`src/hdl/mmcd_pkg.sv`:
```
package mmcd_pkg;

    // configuration port
    localparam int CFG_INDEX_W = 2;
    localparam int CFG_DATA_W  = 16;

    localparam logic [CFG_INDEX_W-1:0] REG_SAMPLE_COUNT = 2'd0;
    localparam logic [CFG_INDEX_W-1:0] REG_COLUMN_COUNT = 2'd1;
    localparam logic [CFG_INDEX_W-1:0] REG_DISPLAY_MODE = 2'd2;
    localparam logic [CFG_INDEX_W-1:0] REG_NOISE_SPAN   = 2'd3;

    localparam int SAMPLE_COUNT_W = 16;
    localparam int COLUMN_COUNT_W = 12;
    localparam int NOISE_SPAN_W   = 12;
    localparam int COL_INDEX_W    = 11;

    localparam logic [SAMPLE_COUNT_W-1:0] SAMPLE_COUNT_RST = 16'd2500;
    localparam logic [COLUMN_COUNT_W-1:0] COLUMN_COUNT_RST = 12'd1024;
    localparam logic                      DISPLAY_MODE_RST = 1'b0;
    localparam logic [NOISE_SPAN_W-1:0]   NOISE_SPAN_RST   = 12'd4000;

    typedef enum logic [2:0] {
        ST_BND,
        ST_BND_WAIT,
        ST_RUN,
        ST_MEAN_GO,
        ST_MEAN_WAIT,
        ST_EMIT
    } state_t;

    typedef struct packed {
        logic in_ready;
        logic div_bnd;
        logic frame_init;
        logic sample_acc;
        logic close_direct;
        logic div_mean;
        logic emit_mean;
    } ctrl_cmd_t;

    typedef struct packed {
        logic restart;
        logic close;
        logic avg;
        logic out_free;
        logic div_busy;
        logic div_done;
    } dp_status_t;

endpackage

```
`src/hdl/minmax_column_decimator_core.sv`:
```
// channel    dir  handshake                      payload
// s_axis     in   s_axis_tvalid / s_axis_tready  tdata: sample
// m_axis     out  m_axis_tvalid / m_axis_tready  tdata: column_index, column_min,
//                                                column_max, column_mean;
//                                                tlast: last_column; tuser: rail_noise
// cfg        in   cfg_write (no wait)            cfg_index, cfg_data
//
// one sample per cycle; a column that closes in envelope mode is issued at once
// in average mode each column closure stalls input while the iterative divider
// forms the mean
// after reset and after a write to sample_count or column_count, input is held
// while the same divider computes the column step
// while a result waits, input stops at the next sample that closes a column
module minmax_column_decimator_core #(
    parameter int SAMPLE_BITS       = 12,
    parameter int MAX_COLUMNS       = 2048,
    parameter int MAX_FRAME_SAMPLES = 65535
) (
    input  logic                             clk,
    input  logic                             rst_n,
    input  logic                             s_axis_tvalid,
    output logic                             s_axis_tready,
    input  logic [((SAMPLE_BITS + 7) / 8) * 8 - 1:0] s_axis_tdata,   // sample
    output logic                             m_axis_tvalid,
    input  logic                             m_axis_tready,
    // column_index, column_min, column_max, column_mean
    output logic [((mmcd_pkg::COL_INDEX_W + 3 * SAMPLE_BITS + 7) / 8) * 8 - 1:0] m_axis_tdata,
    output logic                             m_axis_tlast,   // last_column
    output logic                             m_axis_tuser,   // rail_noise
    input  logic                             cfg_write,
    input  logic [mmcd_pkg::CFG_INDEX_W-1:0] cfg_index,
    input  logic [mmcd_pkg::CFG_DATA_W-1:0]  cfg_data
);

    localparam int PACK_W = mmcd_pkg::COL_INDEX_W + 3 * SAMPLE_BITS;
    localparam int OUT_W  = ((PACK_W + 7) / 8) * 8;

    mmcd_pkg::ctrl_cmd_t  cmd;
    mmcd_pkg::dp_status_t status;

    logic [mmcd_pkg::COL_INDEX_W-1:0] out_index;
    logic [SAMPLE_BITS-1:0]           out_min;
    logic [SAMPLE_BITS-1:0]           out_max;
    logic [SAMPLE_BITS-1:0]           out_mean;

    mmcd_ctrl u_ctrl (
        .clk      (clk),
        .rst_n    (rst_n),
        .in_valid (s_axis_tvalid),
        .status   (status),
        .cmd      (cmd)
    );

    mmcd_dp #(
        .SAMPLE_BITS       (SAMPLE_BITS),
        .MAX_COLUMNS       (MAX_COLUMNS),
        .MAX_FRAME_SAMPLES (MAX_FRAME_SAMPLES)
    ) u_dp (
        .clk       (clk),
        .rst_n     (rst_n),
        .cfg_write (cfg_write),
        .cfg_index (cfg_index),
        .cfg_data  (cfg_data),
        .cmd       (cmd),
        .status    (status),
        .sample    (s_axis_tdata[SAMPLE_BITS-1:0]),
        .out_ready (m_axis_tready),
        .out_valid (m_axis_tvalid),
        .out_index (out_index),
        .out_min   (out_min),
        .out_max   (out_max),
        .out_mean  (out_mean),
        .out_last  (m_axis_tlast),
        .out_rail  (m_axis_tuser)
    );

    assign s_axis_tready = cmd.in_ready;
    assign m_axis_tdata  = OUT_W'({out_mean, out_max, out_min, out_index});

    // no sample may be taken while the divider is still working
    assert property (@(posedge clk) disable iff (!rst_n)
        s_axis_tready |-> !status.div_busy)
    else $error("sample accepted while divider busy");

    // a result is only loaded into a free output register
    assert property (@(posedge clk) disable iff (!rst_n)
        (cmd.close_direct || cmd.emit_mean) |-> status.out_free)
    else $error("result register overwritten before transfer");

    // rail noise is only reported on the final column
    assert property (@(posedge clk) disable iff (!rst_n)
        (m_axis_tvalid && m_axis_tuser) |-> m_axis_tlast)
    else $error("rail noise flagged on a non-final column");

    // the mean path always waits for the divider result
    assert property (@(posedge clk) disable iff (!rst_n)
        cmd.emit_mean |-> !status.div_busy && status.avg)
    else $error("mean issued without a finished division");

endmodule

```
`src/hdl/mmcd_div.sv`:
```
module mmcd_div #(
    parameter int W    = 32,
    parameter int DV_W = 16,
    parameter int QW   = 16
) (
    input  logic            clk,
    input  logic            rst_n,
    input  logic            start,
    input  logic [W-1:0]    dividend,
    input  logic [DV_W-1:0] divisor,
    output logic [QW-1:0]   quotient,
    output logic [DV_W-1:0] remainder,
    output logic            busy,
    output logic            done
);

    localparam int CTR_W = (QW > 1) ? $clog2(QW) : 1;

    logic [W-1:0]     rem_reg, rem_next;
    logic [W-1:0]     dsh_reg, dsh_next;
    logic [QW-1:0]    quo_reg, quo_next;
    logic [CTR_W-1:0] cnt_reg, cnt_next;
    logic             busy_reg, busy_next;
    logic             done_reg, done_next;
    logic             ge;

    // one quotient bit per cycle, divisor shifted down from the top bit
    always_comb
    begin
        rem_next  = rem_reg;
        dsh_next  = dsh_reg;
        quo_next  = quo_reg;
        cnt_next  = cnt_reg;
        busy_next = busy_reg;
        done_next = 1'b0;
        ge        = (rem_reg >= dsh_reg);
        if (start)
        begin
            rem_next  = dividend;
            dsh_next  = W'(divisor) << (QW - 1);
            quo_next  = '0;
            cnt_next  = CTR_W'(QW - 1);
            busy_next = 1'b1;
        end
        else if (busy_reg)
        begin
            if (ge)
            begin
                rem_next = rem_reg - dsh_reg;
            end
            quo_next = {quo_reg[QW-2:0], ge};
            dsh_next = dsh_reg >> 1;
            if (cnt_reg == '0)
            begin
                busy_next = 1'b0;
                done_next = 1'b1;
            end
            else
            begin
                cnt_next = cnt_reg - 1'b1;
            end
        end
    end

    always_ff @(posedge clk or negedge rst_n)
    begin
        if (!rst_n)
        begin
            busy_reg <= 1'b0;
            done_reg <= 1'b0;
        end
        else
        begin
            busy_reg <= busy_next;
            done_reg <= done_next;
        end
    end

    always_ff @(posedge clk)
    begin
        rem_reg <= rem_next;
        dsh_reg <= dsh_next;
        quo_reg <= quo_next;
        cnt_reg <= cnt_next;
    end

    assign quotient  = quo_reg;
    assign remainder = rem_reg[DV_W-1:0];
    assign busy      = busy_reg;
    assign done      = done_reg;

endmodule

```
`src/hdl/mmcd_ctrl.sv`:
```
module mmcd_ctrl (
    input  logic                   clk,
    input  logic                   rst_n,
    input  logic                   in_valid,
    input  mmcd_pkg::dp_status_t   status,
    output mmcd_pkg::ctrl_cmd_t    cmd
);

    mmcd_pkg::state_t state_reg, state_next;
    logic             accept;

    always_ff @(posedge clk or negedge rst_n)
    begin
        if (!rst_n)
        begin
            state_reg <= mmcd_pkg::ST_BND;
        end
        else
        begin
            state_reg <= state_next;
        end
    end

    always_comb
    begin
        state_next = state_reg;
        cmd        = '0;
        accept     = 1'b0;
        case (state_reg)
            mmcd_pkg::ST_BND:
            begin
                cmd.div_bnd = 1'b1;
                state_next  = mmcd_pkg::ST_BND_WAIT;
            end
            mmcd_pkg::ST_BND_WAIT:
            begin
                if (status.div_done)
                begin
                    cmd.frame_init = 1'b1;
                    state_next     = mmcd_pkg::ST_RUN;
                end
            end
            mmcd_pkg::ST_RUN:
            begin
                // a closing sample in envelope mode needs the output register free
                cmd.in_ready = !(status.close && !status.avg && !status.out_free);
                accept       = in_valid && cmd.in_ready;
                cmd.sample_acc = accept;
                if (accept && status.close)
                begin
                    if (status.avg)
                    begin
                        state_next = mmcd_pkg::ST_MEAN_GO;
                    end
                    else
                    begin
                        cmd.close_direct = 1'b1;
                    end
                end
            end
            mmcd_pkg::ST_MEAN_GO:
            begin
                cmd.div_mean = 1'b1;
                state_next   = mmcd_pkg::ST_MEAN_WAIT;
            end
            mmcd_pkg::ST_MEAN_WAIT:
            begin
                if (status.div_done)
                begin
                    state_next = mmcd_pkg::ST_EMIT;
                end
            end
            mmcd_pkg::ST_EMIT:
            begin
                if (status.out_free)
                begin
                    cmd.emit_mean = 1'b1;
                    state_next    = mmcd_pkg::ST_RUN;
                end
            end
            default:
            begin
                state_next = mmcd_pkg::ST_BND;
            end
        endcase
        // new frame geometry: recompute the column step
        if (status.restart)
        begin
            state_next = mmcd_pkg::ST_BND;
        end
    end

endmodule

```
`src/hdl/mmcd_dp.sv`:
```
module mmcd_dp #(
    parameter int SAMPLE_BITS       = 12,
    parameter int MAX_COLUMNS       = 2048,
    parameter int MAX_FRAME_SAMPLES = 65535
) (
    input  logic                             clk,
    input  logic                             rst_n,
    input  logic                             cfg_write,
    input  logic [mmcd_pkg::CFG_INDEX_W-1:0] cfg_index,
    input  logic [mmcd_pkg::CFG_DATA_W-1:0]  cfg_data,
    input  mmcd_pkg::ctrl_cmd_t              cmd,
    output mmcd_pkg::dp_status_t             status,
    input  logic [SAMPLE_BITS-1:0]           sample,
    input  logic                             out_ready,
    output logic                             out_valid,
    output logic [mmcd_pkg::COL_INDEX_W-1:0] out_index,
    output logic [SAMPLE_BITS-1:0]           out_min,
    output logic [SAMPLE_BITS-1:0]           out_max,
    output logic [SAMPLE_BITS-1:0]           out_mean,
    output logic                             out_last,
    output logic                             out_rail
);

    localparam int FRAME_W = $clog2(MAX_FRAME_SAMPLES + 1);
    localparam int CNT_W   = $clog2(MAX_COLUMNS + 1);
    localparam int IDX_W   = $clog2(MAX_COLUMNS);
    localparam int SUM_W   = FRAME_W + SAMPLE_BITS;
    localparam int QW      = (FRAME_W > SAMPLE_BITS) ? FRAME_W : SAMPLE_BITS;
    localparam int DIV_W   = FRAME_W + QW;

    localparam logic [SAMPLE_BITS-1:0] SAMPLE_ONES = '1;

    // configuration
    logic [mmcd_pkg::SAMPLE_COUNT_W-1:0] sample_count_reg;
    logic [mmcd_pkg::COLUMN_COUNT_W-1:0] column_count_reg;
    logic                                display_mode_reg;
    logic [mmcd_pkg::NOISE_SPAN_W-1:0]   noise_span_reg;

    // frame state
    logic [FRAME_W-1:0]     frame_cnt_reg, frame_cnt_next;
    logic [IDX_W-1:0]       col_reg, col_next;
    logic [CNT_W-1:0]       brem_reg, brem_next;
    logic [FRAME_W-1:0]     bend_reg, bend_next;
    logic [FRAME_W-1:0]     step_q_reg, step_q_next;
    logic [CNT_W-1:0]       step_r_reg, step_r_next;
    logic [SAMPLE_BITS-1:0] bmin_reg, bmin_next;
    logic [SAMPLE_BITS-1:0] bmax_reg, bmax_next;
    logic [SUM_W-1:0]       bsum_reg, bsum_next;
    logic [FRAME_W-1:0]     bsize_reg, bsize_next;
    logic [SAMPLE_BITS-1:0] fmin_reg, fmin_next;
    logic [SAMPLE_BITS-1:0] fmax_reg, fmax_next;

    // result register
    logic                             out_valid_reg, out_valid_next;
    logic [mmcd_pkg::COL_INDEX_W-1:0] out_index_reg, out_index_next;
    logic [SAMPLE_BITS-1:0]           out_min_reg, out_min_next;
    logic [SAMPLE_BITS-1:0]           out_max_reg, out_max_next;
    logic [SAMPLE_BITS-1:0]           out_mean_reg, out_mean_next;
    logic                             out_last_reg, out_last_next;
    logic                             out_rail_reg, out_rail_next;

    logic [31:0]            s_raw, c_raw;
    logic [FRAME_W-1:0]     eff_s;
    logic [CNT_W-1:0]       eff_c;
    logic                   last;
    logic                   close;
    logic [CNT_W:0]         rem_sum;
    logic                   wrap;
    logic [SAMPLE_BITS-1:0] upd_bmin, upd_bmax, upd_fmin, upd_fmax;
    logic [SAMPLE_BITS-1:0] src_bmin, src_bmax, src_fmin, src_fmax;
    logic [SAMPLE_BITS-1:0] span;
    logic                   rail;
    logic                   load;

    logic                   div_start;
    logic [DIV_W-1:0]       div_dividend;
    logic [FRAME_W-1:0]     div_divisor;
    logic [QW-1:0]          div_q;
    logic [FRAME_W-1:0]     div_r;
    logic                   div_busy;
    logic                   div_done;

    always_ff @(posedge clk or negedge rst_n)
    begin
        if (!rst_n)
        begin
            sample_count_reg <= mmcd_pkg::SAMPLE_COUNT_RST;
            column_count_reg <= mmcd_pkg::COLUMN_COUNT_RST;
            display_mode_reg <= mmcd_pkg::DISPLAY_MODE_RST;
            noise_span_reg   <= mmcd_pkg::NOISE_SPAN_RST;
        end
        else if (cfg_write)
        begin
            case (cfg_index)
                mmcd_pkg::REG_SAMPLE_COUNT:
                    sample_count_reg <= cfg_data[mmcd_pkg::SAMPLE_COUNT_W-1:0];
                mmcd_pkg::REG_COLUMN_COUNT:
                    column_count_reg <= cfg_data[mmcd_pkg::COLUMN_COUNT_W-1:0];
                mmcd_pkg::REG_DISPLAY_MODE:
                    display_mode_reg <= cfg_data[0];
                mmcd_pkg::REG_NOISE_SPAN:
                    noise_span_reg <= cfg_data[mmcd_pkg::NOISE_SPAN_W-1:0];
                default:
                    ;
            endcase
        end
    end

    // effective sample and column counts
    always_comb
    begin
        s_raw = 32'(sample_count_reg);
        if (s_raw == 32'd0)
        begin
            s_raw = 32'd1;
        end
        if (s_raw > 32'(MAX_FRAME_SAMPLES))
        begin
            s_raw = 32'(MAX_FRAME_SAMPLES);
        end
        c_raw = 32'(column_count_reg);
        if (c_raw == 32'd0)
        begin
            c_raw = 32'd1;
        end
        if (c_raw > 32'(MAX_COLUMNS))
        begin
            c_raw = 32'(MAX_COLUMNS);
        end
        if (c_raw > s_raw)
        begin
            c_raw = s_raw;
        end
    end

    assign eff_s = FRAME_W'(s_raw);
    assign eff_c = CNT_W'(c_raw);

    assign last  = ((CNT_W + 1)'(col_reg) + (CNT_W + 1)'(1)) >= (CNT_W + 1)'(eff_c);
    assign close = ((FRAME_W + 1)'(frame_cnt_reg) + (FRAME_W + 1)'(1))
                   >= (FRAME_W + 1)'(bend_reg);

    // next column boundary
    assign rem_sum = (CNT_W + 1)'(brem_reg) + (CNT_W + 1)'(step_r_reg);
    assign wrap    = rem_sum >= (CNT_W + 1)'(eff_c);

    assign upd_bmin = (sample < bmin_reg) ? sample : bmin_reg;
    assign upd_bmax = (sample > bmax_reg) ? sample : bmax_reg;
    assign upd_fmin = (sample < fmin_reg) ? sample : fmin_reg;
    assign upd_fmax = (sample > fmax_reg) ? sample : fmax_reg;

    assign src_bmin = cmd.emit_mean ? bmin_reg : upd_bmin;
    assign src_bmax = cmd.emit_mean ? bmax_reg : upd_bmax;
    assign src_fmin = cmd.emit_mean ? fmin_reg : upd_fmin;
    assign src_fmax = cmd.emit_mean ? fmax_reg : upd_fmax;

    assign span = src_fmax - src_fmin;
    assign rail = last && (src_fmax >= src_fmin) && (32'(span) > 32'(noise_span_reg));
    assign load = cmd.close_direct || cmd.emit_mean;

    always_comb
    begin
        frame_cnt_next = frame_cnt_reg;
        col_next       = col_reg;
        brem_next      = brem_reg;
        bend_next      = bend_reg;
        step_q_next    = step_q_reg;
        step_r_next    = step_r_reg;
        bmin_next      = bmin_reg;
        bmax_next      = bmax_reg;
        bsum_next      = bsum_reg;
        bsize_next     = bsize_reg;
        fmin_next      = fmin_reg;
        fmax_next      = fmax_reg;

        out_valid_next = out_valid_reg && !out_ready;
        out_index_next = out_index_reg;
        out_min_next   = out_min_reg;
        out_max_next   = out_max_reg;
        out_mean_next  = out_mean_reg;
        out_last_next  = out_last_reg;
        out_rail_next  = out_rail_reg;

        if (cmd.sample_acc)
        begin
            frame_cnt_next = frame_cnt_reg + 1'b1;
            bmin_next      = upd_bmin;
            bmax_next      = upd_bmax;
            fmin_next      = upd_fmin;
            fmax_next      = upd_fmax;
            bsum_next      = bsum_reg + SUM_W'(sample);
            bsize_next     = bsize_reg + 1'b1;
        end

        if (load)
        begin
            out_valid_next = 1'b1;
            out_index_next = mmcd_pkg::COL_INDEX_W'(col_reg);
            out_min_next   = src_bmin;
            out_max_next   = src_bmax;
            out_mean_next  = cmd.emit_mean ? SAMPLE_BITS'(div_q) : '0;
            out_last_next  = last;
            out_rail_next  = rail;

            bmin_next  = SAMPLE_ONES;
            bmax_next  = '0;
            bsum_next  = '0;
            bsize_next = '0;
            if (last)
            begin
                frame_cnt_next = '0;
                col_next       = '0;
                bend_next      = step_q_reg;
                brem_next      = step_r_reg;
                fmin_next      = SAMPLE_ONES;
                fmax_next      = '0;
            end
            else
            begin
                col_next  = col_reg + 1'b1;
                bend_next = bend_reg + step_q_reg + FRAME_W'(wrap);
                brem_next = wrap ? CNT_W'(rem_sum - (CNT_W + 1)'(eff_c)) : CNT_W'(rem_sum);
            end
        end

        if (cmd.frame_init)
        begin
            step_q_next    = FRAME_W'(div_q);
            step_r_next    = CNT_W'(div_r);
            frame_cnt_next = '0;
            col_next       = '0;
            bend_next      = FRAME_W'(div_q);
            brem_next      = CNT_W'(div_r);
            bmin_next      = SAMPLE_ONES;
            bmax_next      = '0;
            bsum_next      = '0;
            bsize_next     = '0;
            fmin_next      = SAMPLE_ONES;
            fmax_next      = '0;
        end
    end

    always_ff @(posedge clk or negedge rst_n)
    begin
        if (!rst_n)
        begin
            frame_cnt_reg <= '0;
            col_reg       <= '0;
            out_valid_reg <= 1'b0;
        end
        else
        begin
            frame_cnt_reg <= frame_cnt_next;
            col_reg       <= col_next;
            out_valid_reg <= out_valid_next;
        end
    end

    always_ff @(posedge clk)
    begin
        brem_reg      <= brem_next;
        bend_reg      <= bend_next;
        step_q_reg    <= step_q_next;
        step_r_reg    <= step_r_next;
        bmin_reg      <= bmin_next;
        bmax_reg      <= bmax_next;
        bsum_reg      <= bsum_next;
        bsize_reg     <= bsize_next;
        fmin_reg      <= fmin_next;
        fmax_reg      <= fmax_next;
        out_index_reg <= out_index_next;
        out_min_reg   <= out_min_next;
        out_max_reg   <= out_max_next;
        out_mean_reg  <= out_mean_next;
        out_last_reg  <= out_last_next;
        out_rail_reg  <= out_rail_next;
    end

    // shared divider: column step at frame setup, bucket mean per column in average mode
    assign div_start    = cmd.div_bnd || cmd.div_mean;
    assign div_dividend = cmd.div_mean ? DIV_W'(bsum_reg) : DIV_W'(eff_s);
    assign div_divisor  = cmd.div_mean ? bsize_reg : FRAME_W'(c_raw);

    mmcd_div #(
        .W    (DIV_W),
        .DV_W (FRAME_W),
        .QW   (QW)
    ) u_div (
        .clk       (clk),
        .rst_n     (rst_n),
        .start     (div_start),
        .dividend  (div_dividend),
        .divisor   (div_divisor),
        .quotient  (div_q),
        .remainder (div_r),
        .busy      (div_busy),
        .done      (div_done)
    );

    assign status.restart  = cfg_write && ((cfg_index == mmcd_pkg::REG_SAMPLE_COUNT)
                             || (cfg_index == mmcd_pkg::REG_COLUMN_COUNT));
    assign status.close    = close;
    assign status.avg      = display_mode_reg;
    assign status.out_free = !out_valid_reg || out_ready;
    assign status.div_busy = div_busy;
    assign status.div_done = div_done;

    assign out_valid = out_valid_reg;
    assign out_index = out_index_reg;
    assign out_min   = out_min_reg;
    assign out_max   = out_max_reg;
    assign out_mean  = out_mean_reg;
    assign out_last  = out_last_reg;
    assign out_rail  = out_rail_reg;

endmodule

```
`config.mk`:
```
export PLATFORM = sky130hd
export DESIGN_NAME = minmax_column_decimator_core
export DESIGN_NICKNAME = d
export VERILOG_FILES = /design/src/hdl/mmcd_pkg.sv /design/src/hdl/minmax_column_decimator_core.sv /design/src/hdl/mmcd_div.sv /design/src/hdl/mmcd_ctrl.sv /design/src/hdl/mmcd_dp.sv
export SDC_FILE = /design/constraint.sdc
export NUM_CORES = 1
export LEC_CHECK = 0
export BUFFER_PORTS_ARGS = -buffer_cell sky130_fd_sc_hd__buf_2
export CAP_MARGIN = 20
export CORE_UTILIZATION = 58
export CTS_BUF_LIST = sky130_fd_sc_hd__clkbuf_4
export CTS_CLUSTER_SIZE = 10
export DETAILED_ROUTE_END_ITERATION = 12
export PLACE_DENSITY = 0.79
export SYNTH_ARGS = -nofsm -noshare
export SYNTH_HDL_FRONTEND = slang
export SYNTH_SLANG_ARGS = --single-unit
export TNS_END_PERCENT = 5
```
`constraint.sdc`:
```
create_clock -name clk -period 6.3 [get_ports clk]
set_input_delay 0.315 -clock clk [delete_from_list [all_inputs] [get_ports clk]]
set_output_delay 0.315 -clock clk [all_outputs]
set_load 0.05 [all_outputs]
```
Word-level counts from Yosys, hierarchy flattened
Index checks and enable logic that the tools add are counted.
{"block": "op_classes", "addsub": 13, "n_mul": 0, "n_div": 0, "n_lt_le_gt_ge": 13, "n_eq_ne": 13, "shift": 0, "muxes": 64, "n_bitwise": 1, "n_reduce_logical": 33}
{"cell": "2-to-1 mux 12 bit", "count": 20}
{"cell": "2-to-1 mux 16 bit", "count": 11}
{"cell": "2-to-1 mux 32 bit", "count": 3}
{"cell": "2-to-1 mux 31 bit", "count": 2}
{"cell": "greater-than comparator 12 bit", "count": 3}
{"cell": "2-to-1 mux 11 bit", "count": 3}
{"cell": "adder 16 x 1 -> 16 bit (second input constant)", "count": 2}
{"cell": ">= comparator 32 x 31 -> 1 bit", "count": 1}
{"cell": "subtractor 32 x 31 -> 32 bit", "count": 1}
{"cell": "adder 28 x 12 -> 28 bit", "count": 1}
{"cell": "2-to-1 mux 28 bit", "count": 1}
{"cell": ">= comparator 13 x 12 -> 1 bit", "count": 2}
{"cell": "< comparator 12 bit", "count": 2}
{"cell": "subtractor 12 bit", "count": 2}
{"cell": "2-to-1 mux 3 bit", "count": 6}
{"cell": "one-hot mux 3 bit (6 select lines)", "count": 1}
{"cell": "adder 16 x 1 -> 17 bit (second input constant)", "count": 1}
{"cell": ">= comparator 17 x 16 -> 1 bit", "count": 1}
{"cell": "adder 16 x 1 -> 16 bit", "count": 1}
{"cell": "adder 16 bit", "count": 1}
{"cell": "greater-than comparator 12 x 16 -> 1 bit", "count": 1}
{"cell": "greater-than comparator 16 bit (second input constant)", "count": 1}
{"cell": "zero test 16 bit", "count": 1}
{"cell": "2-to-1 mux 1 bit", "count": 16}
{"cell": "25 further kinds", "count": 53}
{"block": "totals", "register_bits": 354, "latch_bits": 0, "mem_bits_rw": 0, "rom_bits": 0, "in_bits": 39, "output_inout_bits": 52, "elab_cells": 168, "memories": 0}

Logic depth before layout (Yosys ltp)
{"block": "depth", "word_depth": 13, "ltp_mapped": 33, "depth_no_buf": 31}

Modules after synthesis
From an unflattened synthesis, not the netlist that was laid out.
{"block": "unflattened", "cells_unflattened": 2360, "hier_area_um2": 22675.5}
{"module": "mmcd_dp", "n_inst": 1, "cells_per_inst": 1719, "area_per_inst_um2": 16917.5, "seq_area_each_um2": 6736.5}
{"module": "mmcd_div", "n_inst": 1, "cells_per_inst": 612, "area_per_inst_um2": 5500.3, "seq_area_each_um2": 2192.1}
{"module": "mmcd_ctrl", "n_inst": 1, "cells_per_inst": 27, "area_per_inst_um2": 246.5, "seq_area_each_um2": 75.1}
{"module": "minmax_column_decimator_core", "n_inst": 1, "cells_per_inst": 2, "area_per_inst_um2": 11.3, "seq_area_each_um2": 0.0}

Worst setup path before layout
OpenSTA, ideal clock, no wires.
{"block": "synth_timing", "kind": "register to register", "start": "reg u_dp.column_count_reg[6] in the netlist's numbering", "end": "reg u_dp.bend_reg[14], data pin", "setup_time_ns": 0.274, "arrival_ns": 5.727, "required_time_ns": 6.026, "path_slack_ns": 0.300, "path_stages_with_launch": 33, "n_path_buf": 2, "synth_period_minus_slack_ns": 6.000, "path_cell_list": "dfrtp_1 nor4_1 a31oi_1 nor2_1 inv_1 ha_1 nor2b_1 o21ai_0 nand2b_1 a21oi_1 o21ai_0 a21oi_1 a21oi_1 buf_2 mux2i_1 ha_1 and2_1 a22o_1 o31ai_1 a21oi_1 nor3_2 buf_4 fa_1 fa_1 nor2b_1 o31a_1 o211ai_1 a21oi_1 o31ai_1 a21oi_1 xor2_1 nand2_1 a31oi_1"}
{"block": "synth_between", "elab_chain_len": 11, "elab_cells_between_ends": 12, "cone_classes": "1 x add/sub; 4 x order compare; 6 x mux; 1 x reduce/logical"}
{"item": "start, declared", "line": "mmcd_dp.sv:35", "text": "logic [mmcd_pkg::COLUMN_COUNT_W-1:0] column_count_reg;"}
{"item": "start signal, assigned", "line": "mmcd_dp.sv:88", "text": "column_count_reg <= mmcd_pkg::COLUMN_COUNT_RST;"}
{"item": "start signal, assigned", "line": "mmcd_dp.sv:98", "text": "column_count_reg <= cfg_data[mmcd_pkg::COLUMN_COUNT_W-1:0];"}
{"item": "zero test 12 bit", "line": "mmcd_dp.sv:122", "text": "if (c_raw == 32'd0)"}
{"item": "2-to-1 mux 12 bit (*)", "line": "mmcd_dp.sv:122"}
{"item": "greater-than comparator 12 bit", "line": "mmcd_dp.sv:126", "text": "if (c_raw > 32'(MAX_COLUMNS))"}
{"item": "2-to-1 mux 12 bit (*)", "line": "mmcd_dp.sv:126"}
{"item": "greater-than comparator 12 x 16 -> 1 bit", "line": "mmcd_dp.sv:130", "text": "if (c_raw > s_raw)"}
{"item": "2-to-1 mux 16 bit (*)", "line": "mmcd_dp.sv:130"}
{"item": ">= comparator 13 x 12 -> 1 bit", "line": "mmcd_dp.sv:145", "text": "assign wrap = rem_sum >= (CNT_W + 1)'(eff_c);"}
{"item": "adder 16 x 1 -> 16 bit", "line": "mmcd_dp.sv:221", "text": "bend_next = bend_reg + step_q_reg + FRAME_W'(wrap);"}
{"item": "2-to-1 mux 16 bit (*)", "line": "mmcd_dp.sv:209", "text": "if (last)"}
{"item": "2-to-1 mux 16 bit (*)", "line": "mmcd_dp.sv:195", "text": "if (load)"}
{"item": "2-to-1 mux 16 bit (*)", "line": "mmcd_dp.sv:226", "text": "if (cmd.frame_init)"}
{"item": "named net u_dp.bend_next[14]", "line": "mmcd_dp.sv:43", "text": "logic [FRAME_W-1:0] bend_reg, bend_next;"}
{"item": "end signal, assigned", "line": "mmcd_dp.sv:262", "text": "bend_reg <= bend_next;"}
{"item": "end, declared", "line": "mmcd_dp.sv:43"}
The timed path passes the listed nets; every way through them passes the cells marked *. The select of a mux whose other input is x is not followed.
A chain may end at the register's enable or synchronous reset.

Final worst setup path
{"block": "layout_timing", "start": "reg u_dp.sample_count_reg[13] in the netlist's numbering", "end": "reg u_dp.bend_reg[15], data pin"}
{"block": "layout_between", "elab_chain_len": 11, "elab_cells_between_ends": 12, "cone_classes": "1 x add/sub; 4 x order compare; 6 x mux; 1 x reduce/logical"}
{"item": "start, declared", "line": "mmcd_dp.sv:34", "text": "logic [mmcd_pkg::SAMPLE_COUNT_W-1:0] sample_count_reg;"}
{"item": "start signal, assigned", "line": "mmcd_dp.sv:87", "text": "sample_count_reg <= mmcd_pkg::SAMPLE_COUNT_RST;"}
{"item": "start signal, assigned", "line": "mmcd_dp.sv:96", "text": "sample_count_reg <= cfg_data[mmcd_pkg::SAMPLE_COUNT_W-1:0];"}
{"item": "zero test 16 bit", "line": "mmcd_dp.sv:113", "text": "if (s_raw == 32'd0)"}
{"item": "2-to-1 mux 16 bit (*)", "line": "mmcd_dp.sv:113"}
{"item": "greater-than comparator 16 bit", "line": "mmcd_dp.sv:117", "text": "if (s_raw > 32'(MAX_FRAME_SAMPLES))"}
{"item": "2-to-1 mux 16 bit (*)", "line": "mmcd_dp.sv:117"}
{"item": "greater-than comparator 12 x 16 -> 1 bit", "line": "mmcd_dp.sv:130"}
{"item": "2-to-1 mux 16 bit (*)", "line": "mmcd_dp.sv:130"}
{"item": ">= comparator 13 x 12 -> 1 bit", "line": "mmcd_dp.sv:145"}
{"item": "adder 16 x 1 -> 16 bit", "line": "mmcd_dp.sv:221"}
{"item": "2-to-1 mux 16 bit (*)", "line": "mmcd_dp.sv:209"}
{"item": "2-to-1 mux 16 bit (*)", "line": "mmcd_dp.sv:195"}
{"item": "2-to-1 mux 16 bit (*)", "line": "mmcd_dp.sv:226"}
{"item": "named net u_dp.bend_next[15]", "line": "mmcd_dp.sv:43"}
Marked as above.

==> results.md <==
* Mapped Cells at 2221
* Final ANT Viol Nets at 0
* Total wire length at 57000 um
* Routed WL per cell at 19.3 um
* Most frequent cells in the layout: ha_1, nor2_1, nand2_1
* LEAKAGE at between 10 and 15 nW
* Layout Nets at ~2600
* CP max FO at 11
* PwrDens at around 370 nW/um^2
* R2R depth at 32
* Grt ovf at 0
* Status: finished clean
* Clk slew on worst S/H paths at 0.07 ns
* Number of global-route vias before repair at approximately 18000
* Num ports at 91
* Final setup violation count at 0
* H-tree levels at 3
* Slew Limit Headroom at 0.316
* Post-place setup slack at between 0.06 and 0.07 ns
* Post-Place Cell Area at ~23000 sq um
* Site Rows at 70
* Worst endpoint required time at about 6.8 ns
* Synthesized cell area at around 22000 sq um
* CTS tree: yes
* Initial antenna violation count at 2
* Number of synthesized flops with an enable pin at 153
* Remaining DRCs at 0
* Design area at about 24000 sq um
* Port Buffers at 85
* Most common cell on crit path: buf_4
* Die width at 195 um
* Root Buffer: clkbuf_4
* Starting Density at 0.590
* Total die area at approximately 38000 sq um
* Via density at 6.05
* Number of CTS-inserted buffers at between 90 and 100
* Critical path capture point: u_dp.bend_reg[15]
* Vias at between 15000 and 20000
* Area Overhead vs Synth at 12.9%
* Largest net degree at the start of global routing at between 60 and 70
* Most common cell after layout, fill and taps aside: ha_1
* Overall routing resource usage at 0.301
* Max Clk Rate at around 0.17 GHz
* Fin. max-slew vios at 0
* Sequential share of the synthesized area at 0.416
* Fin Clk Skew at ~0.068 ns
* Die height at around 200 um
* Synth Warn # at 0
* Initial DRC count at between 1000 and 1500
* Pre-Repair DR Iteration Count at 5
* Synth unique cells at 89
* CP max stage cell: o41ai_1
* Largest area contributor in the netlist: edfxtp_1
* Critical path type: reg2reg
* Ratio of cells with drive above 1 in the final layout at 0.173
* CORE AREA at between 30000 and 40000 sq um
* Final Hold Viols at 0
* Post-synth ARST share at 0.209
* Synthesized area per cell at roughly 10 sq um
* Critical path arrival at approximately 6.5 ns
* Minimum clock period at about 6.0 ns
* Post-synth top area share at 0.212
* R2R Setup Slk at ~0.26 ns
* Reg2reg start: u_dp.sample_count_reg[13]
* Crit-path max cell delay at ~0.45 ns
* CP Launch Type: register
* Tightest Pin Transition at ~1.0 ns
* First-pass GRT wire length at roughly 92000 um
* Min-Delay Path Class: in2reg
* Worst-case clock buffer depth at 3
* Crit share post-route at 0.959
* Crit. End Element: register
* Largest register FFs at 32
* Max_cap viols at 0
* Worst setup path start: u_dp.sample_count_reg[13]
* Clock sink total at 354
* R2R Path End: u_dp.bend_reg[15]
* Final setup margin at 0.260 ns
* Synthesis-stage register bit count at 354
* Clk_lat worst skew at between 0.8 and 0.9 ns
* HPWL after detailed placement at 40700 um
* Gpl congestion at approximately 0.94
* Maximum vdd drop at between 0.2 and 0.3 mV
* Top FF cell, synth: edfxtp_1
* Syn_nets at roughly 2500
* Largest cells by area after synthesis: edfxtp_1, dfxtp_1, ha_1, dfrtp_1, mux2i_1
timing repair:
action,in CTS,in global routing
gates resized for setup,2,22
hold buffers,33,0
hold endpoints to repair,128,0
setup buffers,0,4
pin swaps,0,6
endpoints found under the setup margin,1,6
gates cloned,0,0
through the flow:
step	hold WS, ns	total power [mW]	instances	TNS (ns)	utilization
floorplan	0.0194	5.87	2221	0	-
global placement	0.178	6.61	2743	0	0.619
detailed placement	0.181	6.75	2743	0	0.619
CTS	0.0106	8.95	2946	0	0.663
global route	0.0895	9.59	2952	-0.0220	0.666
finish	0.0937	9.00	2952	0	0.666
how the worst min path moves through the flow:
stage | startpoint | endpoint | depth (start not counted)
6_report | s_axis_tdata[10] | u_dp.bmax_reg[10] | 4
5_1_grt | s_axis_tdata[10] | u_dp.fmin_reg[10] | 4
4_1_cts | m_axis_tready | u_dp.out_valid | 3
3_5_place_dp | rst_n | u_dp.u_div.busy | 1
3_3_place_gp | rst_n | u_dp.u_div.busy | 1
2_1_floorplan | rst_n | u_ctrl.state_reg[0] | 0
final cells by class:
cell class,count,area (sq um)
multi-input combinational,1636,11800
tap,468,586
clock buffer,148,1110
inverter,147,554
sequential,354,9000
timing repair buffer,176,1200
clock inverter,22,164
antenna,1,2.50
fill,2801,12200
cells by family (layout without fill, tap and decap cells):
group                    count (synthesis)  after routing  synth area share
flip-flops                             354            354             0.416
AND/OR/NAND/NOR                        646            646             0.141
other                                    1              2          0.000173
multiplexers                           146            146            0.0710
AO/OA/AOI/OAI                          504            504             0.154
adder cells (fa/ha/maj)                202            202             0.119
buffers and inverters                  231            493            0.0441
XOR/XNOR                               137            137            0.0554
layer usage:
| metal | GRT usage | vias to the layer above | routed length, um |
|---|---|---|---|
| met2 | 0.500 | 645 | 27200 |
| met1 | 0.391 | 8634 | 24400 |
| met4 | 0.136 | 0 | 1940 |
| li1 | - | 8436 | - |
| met5 | 0 | - | 0 |
| met3 | 0.0435 | 137 | 3440 |
worst max-delay path, delay by kind of cell (launching register included):
kind / cells / cell delay, ns
flops: 1 / 0.41
buf+inv: 4 / 0.66
fa+ha+maj: 3 / 0.83
compound gates: 13 / 2.40
simple gates: 9 / 1.06
mux: 1 / 0.12
xor+xnor: 2 / 0.31
power breakdown:
| group | switching (mW) | internal (mW) | total, mW |
|---|---|---|---|
| sequential | 0.317 | 2.95 | 3.26 |
| clock | 0.982 | 1.18 | 2.17 |
| combinational | 2.00 | 1.57 | 3.57 |
cells in the mapped netlist, types with 41 or more instances:
cell      count
xnor2_1      75
dfrtp_1      62
inv_1       143
a21oi_1     113
ha_1        195
xor2_1       62
nor2_1      190
nand4_1      41
o21ai_0     126
a21o_1       62
nand3_1      49
clkbuf_1     50
edfxtp_1    153
nand2_1     187
mux2_2       61
mux2i_1      84
dfxtp_1     127
No activity file was read; power rests on OpenSTA's default activity.
